**src/sv/lpht_pkg.sv**
```systemverilog
// Shared types and constants of the linear-probe hash table.
`default_nettype none
package lpht_pkg;
	localparam int KEY_W    = 32;
	localparam int SLOT_W   = 10;
	localparam int STATUS_W = 2;

	typedef enum logic [0:0] {
		CMD_INSERT = 1'b0,
		CMD_FIND   = 1'b1
	} cmd_t;

	typedef enum logic [STATUS_W-1:0] {
		ST_INSERTED = 2'd0,
		ST_FULL     = 2'd1,
		ST_FOUND    = 2'd2,
		ST_MISSING  = 2'd3
	} status_t;

	typedef struct packed {
		cmd_t             cmd;
		logic [KEY_W-1:0] key;
	} req_t;

	typedef struct packed {
		status_t           status;
		logic [SLOT_W-1:0] slot;
	} res_t;
endpackage
`default_nettype wire

```
**src/sv/lpht_ram.sv**
```systemverilog
// Generic single-write, single-read RAM with registered read data.
`default_nettype none
module lpht_ram #(
	parameter int WIDTH = 32,
	parameter int DEPTH = 16
) (
	input  logic                     clk,
	input  logic                     we,
	input  logic [$clog2(DEPTH)-1:0] waddr,
	input  logic [WIDTH-1:0]         wdata,
	input  logic                     re,
	input  logic [$clog2(DEPTH)-1:0] raddr,
	output logic [WIDTH-1:0]         rdata
);
	logic [WIDTH-1:0] mem_q [DEPTH];

	always_ff @(posedge clk) begin
		if (we) begin
			mem_q[waddr] <= wdata;
		end
		if (re) begin
			rdata <= mem_q[raddr];
		end
	end
endmodule
`default_nettype wire

```
**src/sv/lpht_fifo.sv**
```systemverilog
// Small register FIFO used between the stages and on the result side.
`default_nettype none
module lpht_fifo #(
	parameter int WIDTH = 8,
	parameter int DEPTH = 2
) (
	input  logic             clk,
	input  logic             arst_n,
	input  logic             push,
	output logic             full,
	input  logic [WIDTH-1:0] wdata,
	input  logic             pop,
	output logic             empty,
	output logic [WIDTH-1:0] rdata
);
	localparam int PW = (DEPTH > 1) ? $clog2(DEPTH) : 1;
	localparam int CW = $clog2(DEPTH + 1);

	logic [WIDTH-1:0] mem_q [DEPTH];
	logic [PW-1:0]    wr_q;
	logic [PW-1:0]    rd_q;
	logic [CW-1:0]    cnt_q;
	logic             do_push;
	logic             do_pop;

	assign full    = (cnt_q == CW'(DEPTH));
	assign empty   = (cnt_q == '0);
	assign do_push = push && !full;
	assign do_pop  = pop && !empty;
	assign rdata   = mem_q[rd_q];

	always_ff @(posedge clk or negedge arst_n) begin
		if (!arst_n) begin
			wr_q  <= '0;
			rd_q  <= '0;
			cnt_q <= '0;
		end else begin
			if (do_push) begin
				wr_q <= (wr_q == PW'(DEPTH - 1)) ? '0 : wr_q + 1'b1;
			end
			if (do_pop) begin
				rd_q <= (rd_q == PW'(DEPTH - 1)) ? '0 : rd_q + 1'b1;
			end
			if (do_push && !do_pop) begin
				cnt_q <= cnt_q + 1'b1;
			end else if (do_pop && !do_push) begin
				cnt_q <= cnt_q - 1'b1;
			end
		end
	end

	always_ff @(posedge clk) begin
		if (do_push) begin
			mem_q[wr_q] <= wdata;
		end
	end
endmodule
`default_nettype wire

```
**src/sv/lpht_front.sv**
```systemverilog
// Front stage: takes requests and reduces each key to its home slot.
`default_nettype none
module lpht_front import lpht_pkg::*; #(
	parameter int NUM_BUCKETS = 10
) (
	input  logic                           clk,
	input  logic                           arst_n,
	input  logic                           clearing,
	input  logic                           push,
	output logic                           full,
	input  logic                           cmd,
	input  logic [KEY_W-1:0]               key,
	output logic                           q_push,
	input  logic                           q_full,
	output req_t                           q_req,
	output logic [$clog2(NUM_BUCKETS)-1:0] q_home
);
	localparam int AW  = $clog2(NUM_BUCKETS);
	localparam int PW  = 2 * KEY_W;
	localparam int PW1 = PW + 1;
	localparam int SH  = KEY_W + AW;
	// 2^SH / NUM_BUCKETS rounded up; it always lies in [2^KEY_W, 2^(KEY_W+1)).
	localparam logic [PW:0] RECIP =
		((PW1'(1) << SH) + PW1'(NUM_BUCKETS - 1)) / PW1'(NUM_BUCKETS);
	localparam logic [KEY_W-1:0] RECIP_LO = RECIP[KEY_W-1:0];
	localparam logic [AW-1:0]    NB_LO    = AW'(NUM_BUCKETS);

	typedef enum logic [3:0] {
		F_IDLE = 4'b0001,
		F_MUL  = 4'b0010,
		F_RED  = 4'b0100,
		F_PUSH = 4'b1000
	} fstate_t;

	fstate_t          state_q;
	cmd_t             cmd_q;
	logic [KEY_W-1:0] key_q;
	logic [PW-1:0]    prod_q;
	logic [AW-1:0]    rem_q;
	logic [PW:0]      scaled;
	logic [AW-1:0]    quo_lo;
	logic [AW-1:0]    quo_n;
	logic [AW-1:0]    rem_next;
	logic             take;

	assign full   = (state_q != F_IDLE) || clearing;
	assign take   = push && !full;
	assign q_push = (state_q == F_PUSH) && !q_full;
	assign q_req  = '{cmd: cmd_q, key: key_q};
	assign q_home = rem_q;

	// Add back the top bit of the reciprocal as key << KEY_W.
	assign scaled   = {1'b0, key_q, {KEY_W{1'b0}}} + {1'b0, prod_q};
	assign quo_lo   = scaled[SH +: AW];
	assign quo_n    = quo_lo * NB_LO;
	// The remainder is below 2^AW, so only the low bits of key - quotient * N matter.
	assign rem_next = key_q[AW-1:0] - quo_n;

	always_ff @(posedge clk or negedge arst_n) begin
		if (!arst_n) begin
			state_q <= F_IDLE;
		end else begin
			case (state_q)
				F_IDLE: begin
					if (take) begin
						state_q <= F_MUL;
					end
				end
				F_MUL: begin
					state_q <= F_RED;
				end
				F_RED: begin
					state_q <= F_PUSH;
				end
				F_PUSH: begin
					if (!q_full) begin
						state_q <= F_IDLE;
					end
				end
				default: begin
					state_q <= F_IDLE;
				end
			endcase
		end
	end

	always_ff @(posedge clk) begin
		if (take) begin
			cmd_q <= cmd_t'(cmd);
			key_q <= key;
		end
		if (state_q == F_MUL) begin
			prod_q <= PW'(key_q) * PW'(RECIP_LO);
		end
		if (state_q == F_RED) begin
			rem_q <= rem_next;
		end
	end
endmodule
`default_nettype wire

```
**src/sv/lpht_back.sv**
```systemverilog
// Back stage: clears the slot RAM after reset, then probes it for each request.
`default_nettype none
module lpht_back import lpht_pkg::*; #(
	parameter int NUM_BUCKETS = 10
) (
	input  logic                           clk,
	input  logic                           arst_n,
	output logic                           clearing,
	input  logic                           q_empty,
	output logic                           q_pop,
	input  req_t                           q_req,
	input  logic [$clog2(NUM_BUCKETS)-1:0] q_home,
	input  logic                           r_full,
	output logic                           r_push,
	output res_t                           r_res
);
	localparam int AW    = $clog2(NUM_BUCKETS);
	localparam int CNT_W = $clog2(NUM_BUCKETS + 1);

	typedef enum logic [2:0] {
		B_CLEAR = 3'b001,
		B_IDLE  = 3'b010,
		B_PROBE = 3'b100
	} bstate_t;

	bstate_t          state_q;
	logic [AW-1:0]    addr_q;
	logic [CNT_W-1:0] issued_q;
	logic             rdv_s1;
	logic             last_s1;
	logic [AW-1:0]    slot_s1;
	cmd_t             cmd_q;
	logic [KEY_W-1:0] key_q;

	logic             issue;
	logic             hit;
	logic             finish;
	logic             ram_we;
	logic [AW-1:0]    ram_waddr;
	logic [KEY_W-1:0] ram_wdata;
	logic [KEY_W-1:0] ram_rdata;
	logic [AW-1:0]    addr_inc;

	assign clearing = (state_q == B_CLEAR);
	// Start a request only when the result queue has room for its answer.
	assign q_pop    = (state_q == B_IDLE) && !q_empty && !r_full;
	assign issue    = (state_q == B_PROBE) && (issued_q != CNT_W'(NUM_BUCKETS));
	assign addr_inc = (addr_q == AW'(NUM_BUCKETS - 1)) ? '0 : addr_q + 1'b1;

	assign hit    = rdv_s1 && ((cmd_q == CMD_FIND) ? (ram_rdata == key_q)
	                                               : (ram_rdata == '0));
	assign finish = (state_q == B_PROBE) && rdv_s1 && (hit || last_s1);
	assign r_push = finish;

	always_comb begin
		r_res.slot = hit ? SLOT_W'(slot_s1) : '0;
		case (cmd_q)
			CMD_INSERT: r_res.status = hit ? ST_INSERTED : ST_FULL;
			CMD_FIND:   r_res.status = hit ? ST_FOUND : ST_MISSING;
			default:    r_res.status = ST_MISSING;
		endcase
	end

	assign ram_we    = clearing || (finish && hit && cmd_q == CMD_INSERT);
	assign ram_waddr = clearing ? addr_q : slot_s1;
	assign ram_wdata = clearing ? '0 : key_q;

	lpht_ram #(
		.WIDTH(KEY_W),
		.DEPTH(NUM_BUCKETS)
	) u_ram (
		.clk  (clk),
		.we   (ram_we),
		.waddr(ram_waddr),
		.wdata(ram_wdata),
		.re   (issue),
		.raddr(addr_q),
		.rdata(ram_rdata)
	);

	always_ff @(posedge clk or negedge arst_n) begin
		if (!arst_n) begin
			state_q  <= B_CLEAR;
			addr_q   <= '0;
			issued_q <= '0;
			rdv_s1   <= 1'b0;
		end else begin
			rdv_s1 <= issue;
			case (state_q)
				B_CLEAR: begin
					addr_q <= addr_inc;
					if (addr_q == AW'(NUM_BUCKETS - 1)) begin
						state_q <= B_IDLE;
					end
				end
				B_IDLE: begin
					if (q_pop) begin
						addr_q   <= q_home;
						issued_q <= '0;
						state_q  <= B_PROBE;
					end
				end
				B_PROBE: begin
					if (issue) begin
						addr_q   <= addr_inc;
						issued_q <= issued_q + 1'b1;
					end
					if (finish) begin
						state_q <= B_IDLE;
					end
				end
				default: begin
					state_q <= B_IDLE;
				end
			endcase
		end
	end

	always_ff @(posedge clk) begin
		slot_s1 <= addr_q;
		last_s1 <= (issued_q == CNT_W'(NUM_BUCKETS - 1));
		if (q_pop) begin
			cmd_q <= q_req.cmd;
			key_q <= q_req.key;
		end
	end
endmodule
`default_nettype wire

```
**src/sv/linear_probe_hash_table_core.sv**
```systemverilog
// Top level of the linear-probe hash table.
// Open-addressing hash table of NUM_BUCKETS 32-bit key slots with linear probing;
// a zero key marks an empty slot. Requests (cmd 0 insert, 1 find) enter through a
// push/full queue port and answers (status, slot) leave through an empty/pop
// queue port, one answer per request, in request order. The front stage reduces
// the key to its home slot by a multiply with the reciprocal of NUM_BUCKETS, in the
// states MUL and RED, and takes no new request until PUSH has passed it on. The back
// stage reads the slot RAM once per cycle along the probe sequence and answers when
// an insert finds the first empty slot, a find the first match, or a miss has read all
// slots; it then takes the next request from the queue between the stages, and the
// front works on the next key meanwhile. After reset the RAM is cleared one slot a
// cycle while full stays high.
`default_nettype none
module linear_probe_hash_table_core import lpht_pkg::*; #(
	parameter int NUM_BUCKETS = 10
) (
	input  logic                clk,
	input  logic                arst_n,
	input  logic                push,
	output logic                full,
	input  logic                cmd,
	input  logic [KEY_W-1:0]    key,
	output logic                empty,
	input  logic                pop,
	output logic [STATUS_W-1:0] status,
	output logic [SLOT_W-1:0]   slot
);
	localparam int AW    = $clog2(NUM_BUCKETS);
	localparam int MID_W = $bits(req_t) + AW;

	logic          clearing;
	logic          f_push;
	logic          f_full;
	req_t          f_req;
	logic [AW-1:0] f_home;
	logic          b_pop;
	logic          b_empty;
	req_t          b_req;
	logic [AW-1:0] b_home;
	logic          r_push;
	logic          r_full;
	res_t          r_res;
	res_t          o_res;

	lpht_front #(
		.NUM_BUCKETS(NUM_BUCKETS)
	) u_front (
		.clk     (clk),
		.arst_n  (arst_n),
		.clearing(clearing),
		.push    (push),
		.full    (full),
		.cmd     (cmd),
		.key     (key),
		.q_push  (f_push),
		.q_full  (f_full),
		.q_req   (f_req),
		.q_home  (f_home)
	);

	lpht_fifo #(
		.WIDTH(MID_W),
		.DEPTH(2)
	) u_mid_q (
		.clk   (clk),
		.arst_n(arst_n),
		.push  (f_push),
		.full  (f_full),
		.wdata ({f_req, f_home}),
		.pop   (b_pop),
		.empty (b_empty),
		.rdata ({b_req, b_home})
	);

	lpht_back #(
		.NUM_BUCKETS(NUM_BUCKETS)
	) u_back (
		.clk     (clk),
		.arst_n  (arst_n),
		.clearing(clearing),
		.q_empty (b_empty),
		.q_pop   (b_pop),
		.q_req   (b_req),
		.q_home  (b_home),
		.r_full  (r_full),
		.r_push  (r_push),
		.r_res   (r_res)
	);

	lpht_fifo #(
		.WIDTH($bits(res_t)),
		.DEPTH(2)
	) u_res_q (
		.clk   (clk),
		.arst_n(arst_n),
		.push  (r_push),
		.full  (r_full),
		.wdata (r_res),
		.pop   (pop),
		.empty (empty),
		.rdata (o_res)
	);

	assign status = o_res.status;
	assign slot   = o_res.slot;
endmodule
`default_nettype wire

```
**config.mk**
```make
export PLATFORM = sky130hd
export DESIGN_NAME = linear_probe_hash_table_core
export DESIGN_NICKNAME = d
export VERILOG_FILES = /design/src/sv/lpht_pkg.sv /design/src/sv/lpht_ram.sv /design/src/sv/lpht_fifo.sv /design/src/sv/lpht_front.sv /design/src/sv/lpht_back.sv /design/src/sv/linear_probe_hash_table_core.sv
export SDC_FILE = /design/constraint.sdc
export NUM_CORES = 1
export LEC_CHECK = 0
export BUFFER_PORTS_ARGS = -buffer_cell sky130_fd_sc_hd__buf_2
export CORE_MARGIN = 1
export CORE_UTILIZATION = 60
export DETAILED_ROUTE_END_ITERATION = 7
export PLACE_DENSITY_LB_ADDON = 0.2
export SYNTH_ARGS = -nofsm -noshare
export SYNTH_HDL_FRONTEND = slang
export SYNTH_SLANG_ARGS = --single-unit
```
**constraint.sdc**
```tcl
create_clock -name clk -period 16.91 [get_ports clk]
set_clock_uncertainty 0.05 [all_clocks]
set_input_delay 1.691 -clock clk [delete_from_list [all_inputs] [get_ports clk]]
set_output_delay 1.691 -clock clk [all_outputs]
set_load 0.05 [all_outputs]
```
* Yosys cells after proc, flatten, opt, wreduce, memory -nomap -nowiden
Memories as Yosys holds them, arrays and structs flattened. A register that Yosys moved wholly into a read port is not among the register bits.
Cells that the tools add are included.
** Cells by class
- $add $sub $neg :: 12
- Multiply operators :: 2
- Eq/ne operators :: 20
- Multiplexer cells :: 35
- Bitwise operators :: 1
- Reductions and logical operators :: 41
** Operator list (count)
- 40-bit adder :: 1
- 32-bit by 31-bit multiplier with 39-bit output (second input constant) :: 1
- 4-bit 2-to-1 mux :: 9
- 32-bit == test :: 1
- 32-bit logical NOT :: 1
- 32-bit 2-to-1 mux :: 1
- 1-bit logical AND :: 18
- 4-bit one-hot mux with 4 select lines :: 1
- 1-bit 2-to-1 mux :: 13
- 4-bit == test (second input constant) :: 3
- 4-bit one-hot mux with 3 select lines :: 1
- 1-bit logical NOT :: 9
- 3-bit 2-to-1 mux :: 3
- 3-bit one-hot mux with 3 select lines :: 1
- 3-bit AND reduction :: 3
- 4-bit by 1-bit adder with 4-bit output (second input constant) :: 2
- 2-bit 2-to-1 mux :: 4
- 4-bit one-hot mux with 2 select lines :: 1
- 2-bit by 1-bit inequality test with 1-bit output (second input constant) :: 3
- 2-bit inequality test (second input constant) :: 3
- 2-bit nonzero test :: 3
- 1-bit adder (second input constant) :: 4
- 2-bit by 1-bit adder with 2-bit output (second input constant) :: 2
- 2-bit == test (second input constant) :: 2
- other kinds (17) :: 21
** Word-level totals
- Bits in registers :: 138
- RAM bits :: 406
- Input port bits :: 37
- Output and inout bits :: 14
- Logic and storage cells :: 133
- Memories :: 3
** Memory list
- u_back.u_ram.mem_q :: depth 10, width 32, read ports 1, clocked after memory_dff 1, write ports 1, line lpht_ram.sv:15 : logic [WIDTH-1:0] mem_q [DEPTH];
- u_mid_q.mem_q :: depth 2, width 37, read ports 1, clocked after memory_dff 0, write ports 1, line lpht_fifo.sv:19 : logic [WIDTH-1:0] mem_q [DEPTH];
- u_res_q.mem_q :: depth 2, width 6, read ports 1, clocked after memory_dff 0, write ports 1, line lpht_fifo.sv:19

* Longest topological paths before layout
Gate-level depths: netlist (run 1).
- Depth after elaboration :: 10
- Mapped depth :: 24
- Gate-level depth less buffers :: 24

* By module
From an unflattened synthesis (run 1), not the netlist that was laid out.
** Second synthesis, totals
- Cells, all modules :: 2113
- Area total of the unflattened synthesis :: 31534.0 µm²
** By module, submodules not included
- lpht_ram :: instances 1, cells each 698, area an instance 13610.6 µm², sequential area each 10570.1 µm²
- lpht_front :: instances 1, cells each 996, area an instance 11278.3 µm², sequential area each 1422.6 µm²
- lpht_fifo (u_mid_q) :: instances 1, cells each 134, area an instance 2949.1 µm², sequential area each 2322.2 µm²
- lpht_back :: instances 1, cells each 229, area an instance 2596.2 µm², sequential area each 1392.6 µm²
- lpht_fifo (u_res_q) :: instances 1, cells each 56, area an instance 1099.8 µm², sequential area each 820.8 µm²

* Worst setup path after synthesis (run 1)
OpenSTA, ideal clock, no wires.
- Path kind :: reg2reg
- Start point :: register u_front.key_q[17]
- End point :: register u_front.prod_q[35], data pin
- Setup time :: 0.258 ns
- Arrival time :: 5.850 ns
- Required time :: 16.602 ns
- Slack :: 10.752 ns
- Stages on the path, launching flop included :: 19
- Path buffers :: 0
- Clock period less this slack :: 6.158 ns
- Cells stage by stage :: edfxtp_1 -> ha_1 -> fa_1 -> fa_1 -> inv_1 -> fa_1 -> inv_1 -> fa_1 -> fa_1 -> fa_1 -> fa_1 -> ha_1 -> nand3_1 -> nor3_1 -> o2111ai_1 -> a211o_1 -> o211ai_1 -> a21oi_1 -> xnor2_1
** On the way
- Cells in the longest elaborated chain, start to end :: 1
** RTL lines
- start, declared :: line lpht_front.sv:37 : logic [KEY_W-1:0] key_q;
- start signal, assigned :: line lpht_front.sv:90 : key_q <= key;
- 32-bit by 31-bit multiplier with 39-bit output :: line lpht_front.sv:93 : prod_q <= PW'(key_q) * PW'(RECIP_LO);
- end signal, assigned :: line lpht_front.sv:93
- end, declared :: line lpht_front.sv:38 : logic [PW-1:0] prod_q;
Every way passes these cells.
A chain may end at the register's enable or synchronous reset.

* Final worst setup path (run 1)
- Start point :: register u_front.key_q[14]
- End point :: register u_front.prod_q[37], data pin
Same word-level chain as after synthesis.

==> flow_metrics.py, run 1 <==
metrics = {
    "placement": {
        "routabilityCongestion": 0.907,
        "hpwl_mm": 48.8,
        "io_buffers": 44,
    },
    "final_layout": {
        "area_growth_syn_to_layout_pct": 9.31,
        "finalNetCount": 2571,
        "fillers": 3434,
        "multiInputGateArea_um2": 12900,
        "antennaDiodeCount": 0,
        "drive_gt1_share_pct": 13.1,
        "seqCellArea_um2": 16200,
    },
    "synth": {
        "yosys_register_bits": 544,
        "avgSynthCellArea_um2": 15.2,
        "synth_top_cell_by_area": "edfxtp_1",
        "synth_most_common_cell": "edfxtp_1",
        "ys_top_cells_by_count": "edfxtp_1 (515), inv_1 (369), fa_1 (258)",
        "ys_types": 58,
        "synth_area_um2": 30500,
        "synthArstFlopShare_pct": 4.41,
        "synth_flop_cell": "edfxtp_1",
        "synth_top_cell_area_share_pct": 50.6,
        "synth_edf_count": 515,
        "syn_inst": 2005,
        "synth_area_leaders": "edfxtp_1 (51%), fa_1 (17%), ha_1 (8.0%)",
        "synth_warnings": 0,
        "ys_seq_area_share_pct": 52.9,
    },
    "critical_path": {
        "cpPeakStageDelay_ns": 0.64,
        "cp.depth": 18,
        "crit_path_end": "u_front.prod_q[37]$_DFFE_PN_",
        "crit_top_cell": "fa_1",
        "worstPathCellList": "ha_1, fa_1, fa_1, inv_1, fa_1, inv_1, fa_1, fa_1, fa_1, fa_1, ha_1, nand4_1, nor3_1, o2111ai_1, a21oi_1, o21ai_1, o21bai_1, xor2_1",
        "cp_slowest_cell": "edfxtp_1",
        "end_kind": "register",
        "critPathKind": "register to register",
        "path_max_fanout": 7,
        "crit_family": "adder cells",
        "start_kind": "register",
        "required_ns": 17.19,
        "reg2reg_to": "u_front.prod_q[37]$_DFFE_PN_",
        "r2r_cells": 18,
        "cp.arrival_ns": 7.27,
        "crit_start": "u_front.key_q[14]$_DFFE_PP_",
        "path_buf_inv": 2,
        "rrSetupSlack_ns": 9.92,
        "r2r-start": "u_front.key_q[14]$_DFFE_PP_",
    },
    "global_routing": {
        "grt_antenna_before_repair": 0,
        "use_met3_pct": 3.42,
        "met1_usage_pct": 36.6,
        "grt_pass1_vias": 17400,
        "track_usage_pct": 27.8,
        "grt_max_degree": 71,
        "grt_overflow": 0,
        "grt-busiest-layer": "met2",
        "use_met2_pct": 46.7,
        "grt_pass1_wl_mm": 103,
    },
    "cts": {
        "cts_setup_buffers": 0,
        "tritoncts": "done",
        "cts_made_buffers": 54,
        "htreeDepth": 2,
        "clockBufferDepth": 3,
        "ctsResizeCount": 0,
        "clk_pin_slew_ns": 0.06,
        "clock_latency_ns": 0.61,
        "cts_hold_repair.buffers": 0,
        "cts-root-buf": "clkbuf_16",
        "cts_sinks": 544,
    },
    "drt": {
        "routed_wl_mm": 67.5,
        "vias": 16100,
        "ant_nets": 0,
        "wl_per_cell_um": 24.2,
        "drtIter0Drc": 1153,
        "remaining_drc_errors": 0,
        "detail_route.first_pass.iterations": 5,
        "via_per_inst": 5.75,
    },
    "timing": {
        "rsz0062_at_grt": "no",
        "setup_tns_ns": 0,
        "worst_pin_slew_ns": 1.14,
        "finalSetupViolCount": 0,
        "max-slew-margin-rel_pct": 23.8,
        "slew_violations": 0,
        "max_clock_freq_mhz": 143,
        "min_period_over_period_pct": 41.3,
        "hold_violations": 0,
        "final.min_clock_period_ns": 6.99,
    },
    "job": {
        "cap_viol_max_count": 0,
    },
    "floorplan": {
        "core_region_area_um2": 50200,
        "die_x_um": 228,
        "die_area_um2": 51800,
        "std_cell_rows": 82,
        "die_h_um": 228,
        "initial_core_util_pct": 60.9,
        "ios": 51,
    },
    "outcome": {
        "status": "finished, final reports clean",
    },
    "hold_path": {
        "hold_class": "register to register",
    },
}
[sequential cells by signal, indices dropped and copies added (netlist names), 4 cells and up]
register and flops:
u_front.state_q 4, u_front.prod_q 7, u_res_q.mem_q 12, u_back.u_ram.rdata 32
u_mid_q.mem_q 74, u_back.u_ram.mem_q 320, u_front.q_home 4, u_back.slot_s1 4
u_back.issued_q 4, u_back.key_q 32, u_back.addr_q 4, u_front.key_q 32
[final cells by class]
type                    count  area share [%]
clock buffers              60            4.18
clock inverters            35           0.997
inverters                 369            4.15
well taps                 672            2.52
repair buffers             66            1.15
multi-input cells        1046            38.6
flip-flops and latches    544            48.4
[stage by stage]
step / util (%) / hold slack [ns] / instances / setup WS [ns] / cell area (um2)
3_3_place_gp: 63.1 / 0.373 / 2697 / 10.05 / 31700
3_5_place_dp: 63.1 / 0.382 / 2697 / 9.99 / 31700
6_report: 66.6 / 0.396 / 2792 / 9.92 / 33400
2_1_floorplan: - / 0.295 / 2010 / 10.75 / 30600
4_1_cts: 66.6 / 0.395 / 2792 / 9.95 / 33400
5_1_grt: 66.6 / 0.408 / 2792 / 9.61 / 33400
[worst min-delay path by stage]
stage	end	cells after the start	slack (ns)	start
after floorplan	u_back.slot_s1[1]$_DFF_P_	0	0.30	u_back.addr_q[1]$_DFFE_PN0P_
after global placement	u_mid_q.mem_q[0][3]$_DFFE_PP_	0	0.37	u_front.q_home[3]$_DFFE_PP_
after detailed placement	u_mid_q.mem_q[1][3]$_DFFE_PP_	0	0.38	u_front.q_home[3]$_DFFE_PP_
after CTS	u_mid_q.mem_q[1][3]$_DFFE_PP_	0	0.40	u_front.q_home[3]$_DFFE_PP_
after global routing	u_mid_q.mem_q[1][3]$_DFFE_PP_	0	0.41	u_front.q_home[3]$_DFFE_PP_
final	u_mid_q.mem_q[1][3]$_DFFE_PP_	0	0.40	u_front.q_home[3]$_DFFE_PP_
[kinds of logic (layout without fill, tap and decap cells)]
kind of cell / after synthesis / after routing / share of synthesized area, %
AND/OR/NAND/NOR: 207 / 207 / 3.84
multiplexers: 139 / 139 / 7.34
adder cells (fa/ha/maj): 453 / 453 / 24.9
other: 1 / 6 / 0.0123
flip-flops: 544 / 544 / 52.9
AO/OA/AOI/OAI: 156 / 156 / 3.24
XOR/XNOR: 85 / 85 / 2.44
buffers and inverters: 420 / 530 / 5.30
[cells in the final DEF, fill, tap and decap left out, drive strengths merged, types with 13 or more instances in the layout]
cell and instances:
inv 372, nand2 13, mux2i 35, xor2 17, a211oi 39, clkinv 21
a21oi 58, xnor2 68, nor2b 41, buf 66, o21ai 20, edfxtp 515
clkbuf 60, nand4 17, dfrtp 22, fa 258, ha 195, mux4 64
and2 41, mux2 40, nor2 35, nor3 15
[routing by layer]
| layer | up-vias | wire length [um] |
|---|---|---|
| li1 | 7125 | - |
| met2 | 523 | 33700 |
| met5 | - | 0 |
| met4 | 0 | 3220 |
| met1 | 8277 | 27100 |
| met3 | 135 | 3480 |
Power of run 1 is left out: the tool's default activity adds up to more than one toggle a clock period on the data nets, which glitch-free logic cannot reach.
==> inputs of run 2 (changes only) <==
Settings changed: ABC_AREA set to 1.
Clock period 16.91 ns to 7.3 ns, I/O delays scaled along.
==> flow_metrics.py, run 2 <==
metrics = {
    "critical_path": {
        "path_max_fanout": 8,
        "critPathKind": "register to register",
        "crit_path_end": "u_front.prod_q[38]$_DFFE_PN_",
        "cp.arrival_ns": 6.95,
        "required_ns": 7.60,
        "rrSetupSlack_ns": 0.65,
        "crit_start": "u_front.key_q[6]$_DFFE_PP_",
        "start_kind": "register",
        "r2r-start": "u_front.key_q[6]$_DFFE_PP_",
        "reg2reg_to": "u_front.prod_q[38]$_DFFE_PN_",
        "r2r_cells": 24,
        "end_kind": "register",
    },
    "drt": {
        "drtIter0Drc": 1671,
        "detail_route.first_pass.iterations": 7,
        "routed_wl_mm": 77.8,
        "wl_per_cell_um": 22.2,
        "via_per_inst": 5.63,
        "ant_nets": 0,
        "vias": 19800,
        "remaining_drc_errors": 0,
    },
    "synth": {
        "avgSynthCellArea_um2": 11.5,
        "synth_compound_area_share_pct": 6.54,
        "ys_top_cells_by_count": "edfxtp_1 (515), inv_1 (494), nand2_1 (415)",
        "synth_flop_cell": "edfxtp_1",
        "synthArstFlopShare_pct": 4.41,
        "yosys_register_bits": 544,
        "synth_area_leaders": "edfxtp_1 (49%), fa_1 (16%), ha_1 (7.8%)",
        "syn_inst": 2723,
        "ys_seq_area_share_pct": 51.4,
        "synth_area_um2": 31400,
        "synth_most_common_cell": "edfxtp_1",
        "synthMuxAreaShare_pct": 0,
        "synth_fa_ha_area_share_pct": 24.2,
        "synth_top_cell_area_share_pct": 49.2,
        "synth_xor_area_share_pct": 0.835,
        "synth_top_cell_by_area": "edfxtp_1",
        "synth_warnings": 0,
        "ys_types": 49,
        "synth_top_family_by_area": "adder cells",
        "synth-simple-area-share_pct": 9.80,
        "synth_edf_count": 515,
    },
    "cts": {
        "tritoncts": "done",
        "htreeDepth": 2,
        "clock_latency_ns": 0.61,
        "cts_setup_buffers": 0,
        "clockBufferDepth": 3,
        "clk_pin_slew_ns": 0.07,
        "ctsResizeCount": 0,
        "cts-root-buf": "clkbuf_16",
        "cts_sinks": 544,
        "cts_hold_repair.buffers": 0,
        "cts_made_buffers": 53,
    },
    "final_layout": {
        "multiInputGateArea_um2": 13100,
        "largest_reg_flops": 320,
        "largest_register": "u_back.u_ram.mem_q",
        "area_growth_syn_to_layout_pct": 8.88,
        "seqCellArea_um2": 16200,
        "layout_commonest_cell": "edfxtp_1",
        "fillers": 3825,
        "antennaDiodeCount": 0,
        "drive_gt1_share_pct": 6.85,
        "layout_common_cells": "edfxtp_1 (515), inv_1 (494), nand2_1 (415), fa_1 (258), nor2_1 (219)",
        "finalNetCount": 3277,
        "top_regs": "u_back.u_ram.mem_q: 320 flops, u_mid_q.mem_q: 74 flops",
    },
    "outcome": {
        "status": "finished, final reports clean",
    },
    "floorplan": {
        "die_area_um2": 53300,
        "ios": 51,
        "core_region_area_um2": 51500,
        "die_h_um": 231,
        "die_x_um": 231,
        "std_cell_rows": 83,
        "initial_core_util_pct": 61.1,
    },
    "global_routing": {
        "grt_pass1_wl_mm": 121,
        "grt_antenna_before_repair": 1,
        "grt_overflow": 0,
        "track_usage_pct": 30.7,
        "grt_pass1_vias": 20900,
        "grt_max_degree": 68,
    },
    "hold_path": {
        "hold_class": "input port to asynchronous set/reset pin",
    },
    "placement": {
        "routabilityCongestion": 0.925,
        "io_buffers": 44,
        "hpwl_mm": 55.9,
    },
    "timing": {
        "slew_violations": 0,
        "setup_tns_ns": 0,
        "worst_pin_slew_ns": 1.09,
        "finalSetupViolCount": 0,
        "hold_violations": 0,
        "min_period_over_period_pct": 91.1,
        "final.min_clock_period_ns": 6.65,
        "max_clock_freq_mhz": 150,
        "max-slew-margin-rel_pct": 27.1,
        "rsz0062_at_grt": "no",
    },
    "job": {
        "cap_viol_max_count": 0,
    },
}
run 2: cell count changes after synthesis, moves of 64 or more:
cell | before | now
nor2_1 | 35 | 231
o21ai_0 | 17 | 116
nand2_1 | 13 | 415
o21ai_1 | 3 | 96
mux4_2 | 64 | 0
inv_1 | 369 | 494
run 2: kinds of logic (layout without fill, tap and decap cells):
kind of cell | after synthesis | after routing
DFF | 544 | 544
xor gates and xnor gates | 30 | 30
adders and majority gates | 453 | 453
and+or+nand+nor | 762 | 762
buffers and inverters | 583 | 687
AOI/OAI and AO/OA | 350 | 350
other | 1 | 6
run 2: metal layers:
metal  global-route usage, %  up-vias  wire [um]
li1                        -     9130          -
met1                    38.6     9859      30300
met2                    53.8      644      39900
met3                    3.79      152       4250
met4                    12.9        2       3340
met5                       0        -         16
run 2: worst min path at each step:
stage                                      start                             end  cells after the start
finish                                    arst_n    u_res_q.cnt_q[0]$_DFFE_PN0P_                      1
global route                              arst_n  u_front.state_q[1]$_DFFE_PN0P_                      1
CTS                                       arst_n  u_front.state_q[1]$_DFFE_PN0P_                      1
detailed placement   u_front.q_home[0]$_DFFE_PP_   u_mid_q.mem_q[0][0]$_DFFE_PP_                      0
global placement     u_front.q_home[0]$_DFFE_PP_   u_mid_q.mem_q[0][0]$_DFFE_PP_                      0
floorplan           u_back.addr_q[2]$_DFFE_PN0P_       u_back.slot_s1[2]$_DFF_P_                      0
run 2: per-stage QoR:
| step | instances | setup slack (ns) | hold slack (ns) | util, % | cell area (um2) |
|---|---|---|---|---|---|
| after CTS | 3512 | 0.641 | 0.0603 | 66.5 | 34200 |
| after floorplan | 2728 | 1.35 | 0.292 | - | 31500 |
| after detailed placement | 3412 | 0.682 | 0.380 | 63.2 | 32500 |
| after global placement | 3412 | 0.702 | 0.375 | 63.2 | 32500 |
| after global routing | 3512 | 0.334 | 0.100 | 66.5 | 34200 |
| final | 3512 | 0.648 | 0.0823 | 66.5 | 34200 |
run 2: final cells by class:
type                    instances  area share (%)
clock buffers                  74            4.17
clock inverters                26           0.775
inverters                     510            5.59
multi-input cells            1601            38.4
flip-flops and latches        544            47.2
well taps                     680            2.48
repair buffers                 77            1.37
run 2: worst max-delay path, stage by stage, from the launching register on:
cell and delay [ns]:
edfxtp_1 0.58, ha_1 0.50, inv_1 0.11, fa_1 0.49, inv_1 0.05, fa_1 0.54
inv_1 0.05, fa_1 0.54, inv_1 0.07, fa_1 0.51, fa_1 0.43, fa_1 0.49
inv_1 0.05, fa_1 0.55, inv_1 0.06, ha_1 0.37, nand2_1 0.11, nor3_2 0.20
nand2_1 0.10, nor4_2 0.19, nand3_1 0.10, nand3_1 0.12, inv_1 0.05, nand2_1 0.06
nand2_1 0.05
Power of run 2 is left out for the same reason.
